===== config.mk =====
export PLATFORM = sky130hd
export DESIGN_NAME = dsa_cordic
export DESIGN_NICKNAME = d
export VERILOG_FILES = /design/src/design/dsa_pkg.sv /design/src/design/dsa_cordic.sv
export SDC_FILE = /design/constraint.sdc
export NUM_CORES = 1
export LEC_CHECK = 0
export ABC_AREA = 1
export BUFFER_PORTS_ARGS = -buffer_cell sky130_fd_sc_hd__buf_2
export CORE_ASPECT_RATIO = 2
export CORE_MARGIN = 8
export CORE_UTILIZATION = 27
export CTS_CLUSTER_DIAMETER = 50
export DETAILED_ROUTE_END_ITERATION = 7
export SLEW_MARGIN = 0
export SYNTH_ARGS = -nofsm -noshare
export SYNTH_HDL_FRONTEND = slang
export SYNTH_SLANG_ARGS = --single-unit
export TNS_END_PERCENT = 1

===== constraint.sdc =====
create_clock -name clk_i -period 4.1 [get_ports clk_i]
set_clock_uncertainty 0.05 [all_clocks]
set_input_delay 1.025 -clock clk_i [delete_from_list [all_inputs] [get_ports clk_i]]
set_output_delay 1.025 -clock clk_i [all_outputs]
set_load 0.02 [all_outputs]

===== src/design/dsa_pkg.sv =====
// Shared types, constants and tables for the disk splat accumulator.
`timescale 1ns / 1ps

package dsa_pkg;

  // Default sizes handed to the top-level parameters
  localparam int MAX_WIDTH_DEF  = 256;
  localparam int MAX_HEIGHT_DEF = 256;
  localparam int PIXEL_BITS_DEF = 32;

  // Operation codes
  localparam logic OP_ADD  = 1'b0;
  localparam logic OP_READ = 1'b1;

  // Result status codes
  localparam logic [1:0] STATUS_DRAWN   = 2'd0;
  localparam logic [1:0] STATUS_SKIPPED = 2'd1;
  localparam logic [1:0] STATUS_READ    = 2'd2;

  // Configuration register indexes
  localparam logic [2:0] CFG_ORIGIN_X     = 3'd0;
  localparam logic [2:0] CFG_ORIGIN_Y     = 3'd1;
  localparam logic [2:0] CFG_IMAGE_WIDTH  = 3'd2;
  localparam logic [2:0] CFG_IMAGE_HEIGHT = 3'd3;
  localparam logic [2:0] CFG_PIX_PER_PC   = 3'd4;
  localparam logic [2:0] CFG_FLUX_SCALE   = 3'd5;

  // Configuration reset values
  localparam logic [15:0] ORIGIN_RST     = 16'd32768;
  localparam logic [8:0]  SIZE_RST       = 9'd256;
  localparam logic [23:0] PIX_PER_PC_RST = 24'd65536;
  localparam logic [31:0] FLUX_SCALE_RST = 32'd16777216;

  // Angles in degrees Q9.7
  localparam logic [15:0] DEG90  = 16'd11520;
  localparam logic [15:0] DEG180 = 16'd23040;
  localparam logic [15:0] DEG270 = 16'd34560;
  localparam logic [15:0] DEG360 = 16'd46080;

  // CORDIC start value, gain 0.60725 in Q1.30
  localparam logic signed [32:0] CORDIC_GAIN = 33'sd652032874;

  typedef enum logic [2:0] {
    ST_IDLE,
    ST_READ,
    ST_CORDIC,
    ST_SETUP,
    ST_WALK,
    ST_DONE
  } state_e;

  // Requests to the image store
  typedef struct packed {
    logic read;
    logic accum;
  } store_req_t;

  // Arctangent of 2^-i in degrees Q.16
  function automatic logic signed [24:0] atan_q16(input logic [3:0] idx);
    logic signed [24:0] v;
    case (idx)
      4'd0:    v = 25'sd2949120;
      4'd1:    v = 25'sd1740967;
      4'd2:    v = 25'sd919879;
      4'd3:    v = 25'sd466945;
      4'd4:    v = 25'sd234379;
      4'd5:    v = 25'sd117304;
      4'd6:    v = 25'sd58666;
      4'd7:    v = 25'sd29335;
      4'd8:    v = 25'sd14668;
      4'd9:    v = 25'sd7334;
      4'd10:   v = 25'sd3667;
      4'd11:   v = 25'sd1833;
      4'd12:   v = 25'sd917;
      4'd13:   v = 25'sd458;
      4'd14:   v = 25'sd229;
      default: v = 25'sd115;
    endcase
    return v;
  endfunction

endpackage


===== src/design/dsa_cordic.sv =====
// Iterative CORDIC sine and cosine, one rotation step per cycle.
`timescale 1ns / 1ps

module dsa_cordic (
  input  logic               clk_i,
  input  logic               rst_ni,
  input  logic               start_i,
  input  logic [15:0]        angle_i,
  output logic               done_o,
  output logic signed [32:0] cos_o,
  output logic signed [32:0] sin_o
);

  logic               run_q;
  logic               done_q;
  logic [3:0]         i_q;
  logic [1:0]         quad_q;
  logic signed [32:0] x_q, y_q, x_d, y_d;
  logic signed [24:0] z_q, z_d;
  logic signed [32:0] sh_x, sh_y;
  logic signed [24:0] at;
  logic [1:0]         quad_c;
  logic [15:0]        base_c;
  logic [13:0]        res_c;

  // Split the angle into quadrant and residue
  always_comb begin
    if (angle_i >= dsa_pkg::DEG270) begin
      quad_c = 2'd3;
      base_c = dsa_pkg::DEG270;
    end else if (angle_i >= dsa_pkg::DEG180) begin
      quad_c = 2'd2;
      base_c = dsa_pkg::DEG180;
    end else if (angle_i >= dsa_pkg::DEG90) begin
      quad_c = 2'd1;
      base_c = dsa_pkg::DEG90;
    end else begin
      quad_c = 2'd0;
      base_c = 16'd0;
    end
    res_c = 14'(angle_i - base_c);
  end

  // One rotation step
  always_comb begin
    sh_x = x_q >>> i_q;
    sh_y = y_q >>> i_q;
    at   = dsa_pkg::atan_q16(i_q);
    if (!z_q[24]) begin
      x_d = x_q - sh_y;
      y_d = y_q + sh_x;
      z_d = z_q - at;
    end else begin
      x_d = x_q + sh_y;
      y_d = y_q - sh_x;
      z_d = z_q + at;
    end
  end

  // Control: run for sixteen steps
  always_ff @(posedge clk_i or negedge rst_ni) begin
    if (!rst_ni) begin
      run_q  <= 1'b0;
      done_q <= 1'b0;
      i_q    <= 4'd0;
    end else begin
      done_q <= run_q && (i_q == 4'd15);
      if (start_i) begin
        run_q <= 1'b1;
        i_q   <= 4'd0;
      end else if (run_q) begin
        i_q <= i_q + 4'd1;
        if (i_q == 4'd15) begin
          run_q <= 1'b0;
        end
      end
    end
  end

  // Datapath
  always_ff @(posedge clk_i) begin
    if (start_i) begin
      quad_q <= quad_c;
      x_q    <= dsa_pkg::CORDIC_GAIN;
      y_q    <= 33'sd0;
      z_q    <= 25'({res_c, 9'b0});
    end else if (run_q) begin
      x_q <= x_d;
      y_q <= y_d;
      z_q <= z_d;
    end
  end

  // Map the first-quadrant result to the full circle
  always_comb begin
    case (quad_q)
      2'd0: begin
        cos_o = x_q;
        sin_o = y_q;
      end
      2'd1: begin
        cos_o = -y_q;
        sin_o = x_q;
      end
      2'd2: begin
        cos_o = -x_q;
        sin_o = -y_q;
      end
      default: begin
        cos_o = y_q;
        sin_o = -x_q;
      end
    endcase
  end

  assign done_o = done_q;

`ifndef SYNTH
  a_start_idle: assert property (@(posedge clk_i) disable iff (!rst_ni)
    start_i |-> !run_q) else $error("cordic restarted while running");
  a_done_after_run: assert property (@(posedge clk_i) disable iff (!rst_ni)
    done_q |-> $past(run_q)) else $error("cordic done without a run");
`endif

endmodule


### Word level (Yosys, flattened, before mapping)

Memory sizes are Yosys's and may differ from the RTL's.
Index checks and enable logic that the tools add are counted.

| operators by class | value |
|---|---|
| muxes and demuxes | 17 |
| order comparisons | 3 |
| shift-type cells | 2 |
| $add $sub $neg | 10 |
| bitwise logic cells | 0 |
| eq/ne operators | 3 |
| multipliers | 0 |
| reductions and logical operators | 4 |
| div/mod/pow operators | 0 |

Operators by type and width:

| operator | count |
|---|---|
| 33-bit one-hot mux with 3 select lines | 2 |
| 33-bit adder | 2 |
| 33-bit 2-to-1 mux | 2 |
| 33-bit negation | 2 |
| 33-bit by 4-bit >>> shifter with 33-bit output | 2 |
| 33-bit subtractor | 2 |
| 23-bit 2-to-1 mux | 2 |
| 14-bit 2-to-1 mux | 3 |
| 25-bit adder | 1 |
| 25-bit 2-to-1 mux | 1 |
| 25-bit subtractor | 1 |
| 16-bit by 14-bit greater-or-equal comparator with 1-bit output (second input constant) | 1 |
| 16-bit by 15-bit greater-or-equal comparator with 1-bit output (second input constant) | 1 |
| 16-bit greater-or-equal comparator (second input constant) | 1 |
| 14-bit subtractor | 1 |
| 4-bit 2-to-1 mux | 2 |
| 1-bit 2-to-1 mux | 5 |
| 4-bit by 1-bit adder with 4-bit output (second input constant) | 1 |
| 4-bit equality test (second input constant) | 1 |
| 2-bit by 1-bit equality test with 1-bit output (second input constant) | 1 |
| 2-bit equality test (second input constant) | 1 |
| 2-bit zero test | 1 |
| 2-bit nonzero test | 1 |
| 2-bit OR reduction | 1 |
| 1-bit logical AND | 1 |

| storage, ports and cells | value |
|---|---|
| register bits after elaboration | 99 |
| latch bits | 0 |
| memory bits (writable) | 0 |
| memories | 1 |
| bits of input ports | 19 |
| logic and storage cells | 49 |
| ROM bits | 352 |
| output and inout bits | 67 |

Memories:

| name | words | bits a word | rd ports | clocked after Yosys merged registers in | wr ports | line | text |
|---|---|---|---|---|---|---|---|
| (no name shown) | 16 | 22 | 1 | 0 | 0 | dsa_pkg.sv:61 | `case (idx)` |

### Longest topological paths before layout

Gate-level depths: netlist (run 1).

| depth | value |
|---|---|
| depth in word-level cells | 6 |
| mapped depth | 34 |

### Least setup slack after synthesis (run 1)

No wires, ideal clock.

| path | value |
|---|---|
| kind | register to register |
| from | register i_q[1] |
| to | register z_q[22], data pin |
| setup time | 263 ps |
| required time | 3787 ps |
| arrival | 3810 ps |
| setup slack | -23 ps |
| path buffers | 3 |
| cell stages (with the launch flop) | 33 |
| cells stage by stage | dfrtp_1 buf_6 inv_4 buf_6 buf_6 ha_1 inv_1 nor2_1 inv_1 nand2_1 nand2_1 o21ai_1 inv_1 nand3_1 nor3_1 nand2_1 or2_2 nand2_1 xor2_1 inv_1 ha_1 a21oi_1 o21ai_0 inv_1 nand2_1 a21oi_1 inv_1 a21oi_1 o21bai_1 nand3_1 nand2_1 o21ai_0 o21ai_0 |

| between the ends | value |
|---|---|
| cells in the longest elaborated chain, start to end | 5 |
| elaborated cells on any way between the ends | 6 |
| those cells by class | add/sub (2); mux (3); memory (1) |

Ends and longest elaborated chain:

| item | line | text |
|---|---|---|
| from (decl) | dsa_cordic.sv:16 | `logic [3:0] i_q;` |
| from (signal assigned) | dsa_cordic.sv:72 | `i_q <= i_q + 4'd1;` |
| memory 16 x 22 bit * | n/a |  |
| 25-bit subtractor or 25-bit adder (tied branches) | dsa_cordic.sv:52, dsa_cordic.sv:56 |  |
| 25-bit 2-to-1 mux * | dsa_cordic.sv:49 | `if (!z_q[24]) begin` |
| 23-bit 2-to-1 mux * | dsa_cordic.sv:87 | `end else if (run_q) begin` |
| 23-bit 2-to-1 mux * | dsa_cordic.sv:82 | `if (start_i) begin` |
| to (signal assigned) | dsa_cordic.sv:86 | `z_q <= 25'({res_c, 9'b0});` |
| to (signal assigned) | dsa_cordic.sv:90 | `z_q <= z_d;` |
| to (decl) | dsa_cordic.sv:19 | `logic signed [24:0] z_q, z_d;` |

Mark *: on every way between the ends. The rest lies on a longest branch, timed or not. The select of a mux whose other input is x is not followed.
A chain may end at the register's enable or synchronous reset.

### Worst setup path after layout (run 1)

| path | value |
|---|---|
| from | register i_q[0] |
| to | register y_q[28] |

| between the ends | value |
|---|---|
| cells in the longest elaborated chain, start to end | 3 |
| elaborated cells on any way between the ends | 4 |
| those cells by class | add/sub (2); shift (1); mux (1) |

Ends and longest elaborated chain:

| item | line | text |
|---|---|---|
| 33-bit by 4-bit >>> shifter with 33-bit output * | dsa_cordic.sv:46 | `sh_x = x_q >>> i_q;` |
| 33-bit adder or 33-bit subtractor (tied branches) | dsa_cordic.sv:51, dsa_cordic.sv:55 |  |
| 33-bit 2-to-1 mux * | dsa_cordic.sv:49 |  |
| to (signal assigned) | dsa_cordic.sv:89 | `y_q <= y_d;` |
| to (decl) | dsa_cordic.sv:18 | `logic signed [32:0] x_q, y_q, x_d, y_d;` |

Mark *: on every way between the ends. The rest lies on a longest branch, timed or not.

==> results of run 1 <==
-- per-layer routing --
layer  global-route usage, %  wire length (um)
met1                   24.22             30360
met2                   48.91             49410
met3                   5.129              5930
met4                   30.94             14430
met5                       0                70
-- flip-flops by register name, indices dropped and copies added, names as in the netlist --
register,count
x_q,33
y_q,33
z_q,25
i_q,4
quad_q,2
done_o,1
run_q,1
-- what timing repair did --
action,4_1_cts,5_1_grt
buffers inserted,3,5
setup endpoints to repair,94,97
pin swaps,26,35
cloned,1,1
resized for setup,203,132
-- worst max-delay path, delay by kind of cell, from the launching register on --
family                   cells  cell delay (ps)
AO/OA/AOI/OAI                6             1200
XOR/XNOR                     1              130
adder cells (fa/ha/maj)      2              480
buffers and inverters        6              680
flip-flops                   1              430
AND/OR/NAND/NOR             13             1640
-- kinds of logic after synthesis --
kind of cell | Yosys count
simple gates | 1504
compound gates | 524
buf+inv | 472
xor+xnor | 166
fa+ha+maj | 120
flops | 99
-- through the flow --
step	instances	setup WS, ps	cell area, um2	total power (W)
floorplan	2885	-13.98	16870	0.01274
global placement	4378	-1231	23460	0.02463
detailed placement	4378	-1271	23460	0.02472
CTS	4398	-598.0	24610	0.02707
global route	4404	-1004	25320	0.03049
finish	4404	-602.3	25320	0.02863
-- cells in the mapped netlist, drive strengths merged, types with 10 or more instances --
library cell / n / area, um2
a21o: 18 / 135.1
a21oi: 150 / 784.5
a221oi: 20 / 175.2
a31oi: 23 / 143.9
buf: 66 / 436.7
clkbuf: 66 / 247.7
dfxtp: 77 / 1541
edfxtp: 16 / 480.5
ha: 116 / 1451
inv: 337 / 1267
nand2: 811 / 3139
nand3: 331 / 1724
nand4: 26 / 162.7
nor2: 265 / 1077
nor3: 43 / 277.8
nor4: 13 / 81.33
o2111ai: 29 / 254.0
o21ai: 172 / 879.6
o221ai: 12 / 105.1
o22ai: 45 / 281.5
or2: 10 / 62.56
xnor2: 59 / 516.8
xor2: 107 / 937.2
-- where the power goes --
part / total [W] / switching (W) / internal, W / leakage [nW]
registers: 0.00220 / 0.000713 / 0.00148 / 0.884
clock network: 0.000934 / 0.000503 / 0.000430 / 0.133
logic: 0.0255 / 0.0141 / 0.0114 / 11.7
-- final cells by class --
| type | instances | share of cell area [%] |
|---|---|---|
| clock buffers | 12 | 0.9735 |
| inverters | 340 | 5.070 |
| flip-flops and latches | 99 | 8.613 |
| clock inverters | 4 | 0.1038 |
| repair buffers | 849 | 25.48 |
| well taps | 786 | 3.884 |
| multi-input cells | 2314 | 55.87 |
-- worst min path at each step --
stage / from / to / slack (ps) / cells after the start
after global routing: rst_ni / done_o / 400 / 1
after global placement: z_q[6] / z_q[6] / 400 / 2
final: rst_ni / done_o / 390 / 1
after floorplan: z_q[23] / z_q[23] / 380 / 2
after detailed placement: z_q[6] / z_q[6] / 410 / 2
after CTS: rst_ni / done_o / 390 / 1
==> out/qor.yml, run 1 <==
run_status:
  status: "finished, violations left"
  violations: "setup timing"
sta:
  hold_viol: 0
  worst_slack_ps: -602.3
  min_period_ps: 4702
  finalCritPeriodShare_pct: 114.7
  slew_viol_final: 0
  finalSetupTns_ps: -17790
  rsz0062_at_grt: "yes"
  finalSetupViolCount: 69
  fmax_mhz: 212.7
  whs_ps: 395.0
  maxSlewHeadroom_pct: 28.07
  tightest_slew_ps: 1079
critical_path:
  path_common_cell: "nand2_1"
  r2r_cells: 28
  critPathLaunch: "i_q[0]"
  cp.required_ps: 4390
  worstReg2RegEnd: "y_q[28]"
  cp_max_fo: 20
  worst_path_largest_cell_delay_ps: 430
  critical_path_class: "reg2reg"
  crit_end: "y_q[28]"
  r2r_start: "i_q[0]"
  reg2reg_slack_ps: -600
  cp.arrival_ps: 4990
  setup.worst_path.start_class: "flop"
  crit_path_end_kind: "flop"
  critPathSlowestCell: "dfrtp_2"
clock_tree:
  numCtsBuffers: 9
  cts_tree: "yes"
  clk_latency_ps: 410
  cts_max_level: 3
  cts.sinks: 99
  clk_path_buf_depth: 2
  cts_root_buf: "clkbuf_16"
  clkTransAtPathRegs_ps: 90
  hold_buffers: 0
layout:
  multi_input_area_um2: 14150
  fin_nets: 3752
  fillers: 6624
  layout_commonest_cell: "buf_4"
  final_cell_mix: "742 x buf_4, 734 x nand2_1, 313 x inv_1"
  regArea_um2: 2181
  area_delta_synth_final_pct: 50.08
  final_core_utilization_pct: 40.96
  drive_above_1_share_pct: 33.83
  antenna_cells: 0
synth:
  ys_seq_elements: 99
  synthDistinctLibCells: 64
  ys_warn_count: 0
  syn_avg_cell_area_um2: 5.848
  synth_ff_type: "dfxtp_1"
  synth-simple-area-share_pct: 38.88
  synth_seq_area_share_pct: 12.87
  synthesis.area_um2: 16870
  synth_xor_xnor_area_share_pct: 8.618
  synth_edf_count: 16
  synthArstFlopShare_pct: 6.061
  synth_mux_area_share_pct: 0
  synth_top_family_by_area: "simple AND/OR/NAND/NOR gates"
  syn_nets: 3024
  synth_compound_area_share_pct: 18.92
  synth_fa_ha_area_share_pct: 9.077
  syn_inst: 2885
floorplanning:
  die_h_um: 369.5
  start_util_pct: 27.29
  die_area_um2: 71220
  row_count: 129
  ios: 86
  die_w_um: 192.8
  coreArea_um2: 61820
power:
  powerDensity_nw_per_um2: 1131
  leakage_nw: 12.70
  ir_drop_uv: 397.7
drt:
  routed_via_density: 5.279
  avgRoutedWirePerCell_um: 22.75
  detail_route.first_pass.iterations: 6
  drc: 0
  drt-total-wl_um: 100200
  vias: 23250
  ant_nets: 0
  drtIter0Drc: 1658
job:
  maxCapViolations: 0
global_route:
  antenna_found_initial: 6
  grt_pass1_wl_um: 143100
  grt_use_total_pct: 27.61
  grt_pass1_vias: 23170
  grt_max_degree: 60
  grt_overflow: 0
placement:
  io_buffer_count: 85
  place_congestion: 1.144
  place_hpwl_um: 80160
worst_hold_path:
  min_path_type: "in2async"
No activity file was read; power rests on OpenSTA's default activity.
==> inputs of run 2 (changes only) <==
Settings changed: CORE_UTILIZATION 27 to 23, REMOVE_ABC_BUFFERS set to 1, SLEW_MARGIN 0 to unset.
==> out/qor.yml, run 2 (synthesized netlist as in run 1, its figures left out) <==
power:
  power_frac_clock_pct: 3.7
  leakage_nw: 12.45
  netSwitchingFraction_pct: 53.41
  netSwitchingPower_w: 0.01466
  p_comb_share_pct: 88.0
  p_int_w: 0.01279
  ir_drop_uv: 457.7
  seqPwrFrac_pct: 8.4
  powerDensity_nw_per_um2: 1100
layout:
  final_cells: 4483
  final_cell_mix: "737 x nand2_1, 687 x buf_4, 307 x inv_1"
  area_delta_synth_final_pct: 47.88
  drive_above_1_share_pct: 33.06
  design_area_um2: 24950
  top_regs: "x_q x33, y_q x33, z_q x25"
  layout_commonest_cell: "nand2_1"
  antenna_cells: 0
  fin_nets: 3694
drt:
  detail_route.first_pass.iterations: 5
  drt-total-wl_um: 98210
  routed_via_density: 5.124
  vias: 22970
  ant_nets: 0
  avgRoutedWirePerCell_um: 21.91
  drtIter0Drc: 1703
  drc: 0
critical_path:
  path_common_cell: "nand2_1"
  critPathLaunch: "i_q[0]"
  setup.worst_path.start_class: "flop"
  r2r_start: "i_q[0]"
  cp.required_ps: 4390
  critical_path_class: "reg2reg"
  crit_end: "y_q[32]"
  crit_buf_inv: 6
  worst_path_largest_cell_delay_ps: 470
  worstReg2RegEnd: "y_q[32]"
  cp_top_family: "simple AND/OR/NAND/NOR gates"
  cp.depth: 30
  r2r_cells: 30
  critPathSlowestCell: "dfrtp_2"
  reg2reg_slack_ps: -280
  cp_max_fo: 8
  crit_path_end_kind: "flop"
  cp.arrival_ps: 4670
floorplanning:
  die_area_um2: 82800
  die_h_um: 399.0
  die_w_um: 207.5
  ios: 86
  row_count: 140
  coreArea_um2: 72690
  start_util_pct: 23.21
sta:
  finalSetupViolCount: 45
  maxSlewHeadroom_pct: 46.70
  worst_slack_ps: -278.3
  fmax_mhz: 228.4
  whs_ps: 375.1
  finalSetupTns_ps: -6077
  hold_viol: 0
  finalCritPeriodShare_pct: 106.8
  slew_viol_final: 0
  rsz0062_at_grt: "yes"
  tightest_slew_ps: 798.6
  min_period_ps: 4378
placement:
  place_hpwl_um: 76970
  place_inst: 4439
  io_buffer_count: 85
  preCtsSetupSlack_ps: -627.3
  place_congestion: 1.052
  place_area_um2: 23000
run_status:
  violations: "setup timing"
  status: "finished, violations left"
worst_hold_path:
  min_path_type: "in2async"
clock_tree:
  cts_root_buf: "clkbuf_16"
  cts_tree: "yes"
  clkTransAtPathRegs_ps: 90
  cts.sinks: 99
  clk_path_buf_depth: 2
  numCtsBuffers: 9
  clk_latency_ps: 440
  cts_max_level: 3
global_route:
  antenna_found_initial: 1
  grt_max_degree: 59
  grt_pass1_vias: 22560
  grt_pass1_wl_um: 139600
  grt_overflow: 0
  grt_use_total_pct: 22.92
job:
  maxCapViolations: 0
[run 2: how the worst min path moves through the flow]
stage                         end  depth (start not counted)  startpoint
after floorplan           z_q[23]                          2     z_q[23]
after global placement     z_q[6]                          2      z_q[6]
after detailed placement  z_q[23]                          2     z_q[23]
after CTS                  done_o                          1      rst_ni
after global routing       done_o                          1      rst_ni
final                      done_o                          1      rst_ni
[run 2: power by group through the flow]
| stage | Sequential [W] | Combinational [W] | Clock (W) |
|---|---|---|---|
| floorplan | 0.00202 | 0.0106 | 0 |
| global placement | 0.00220 | 0.0215 | 0 |
| detailed placement | 0.00220 | 0.0216 | 0 |
| CTS | 0.00219 | 0.0224 | 0.00103 |
| global route | 0.00229 | 0.0260 | 0.00105 |
| finish | 0.00230 | 0.0241 | 0.00101 |
[run 2: through the flow]
stage / total power (W) / utilization [%]
after floorplan: 0.01258 / -
after global placement: 0.02372 / 31.65
after detailed placement: 0.02382 / 31.65
after CTS: 0.02563 / 32.96
after global routing: 0.02933 / 34.32
final: 0.02745 / 34.32
[run 2: repair_timing]
item                       CTS  global route
gates cloned                 1             0
setup endpoints to repair   87           101
gates resized for setup    146           225
pin swaps                   28            50
buffers inserted            19             8
hold buffers                 0             0
[run 2: cell type report]
class                           count  area [um2]
Clock inverter                      7       68.82
Sequential cell                    99        2198
Multi-Input combinational cell   2314       14030
Timing Repair Buffer              791        5976
Fill cell                        7836       47750
Tap cell                          923        1155
Inverter                          340        1296
Clock buffer                        9       225.2
[run 2: per-layer routing]
| layer | part of all wire, % | vias up | GRT usage [%] |
|---|---|---|---|
| met3 | 5.6 | 364 | 4.398 |
| met4 | 12 | 2 | 22.47 |
| li1 | - | 10960 | - |
| met1 | 33 | 10690 | 20.90 |
| met2 | 50 | 959 | 41.98 |
| met5 | 0.013 | - | 0 |
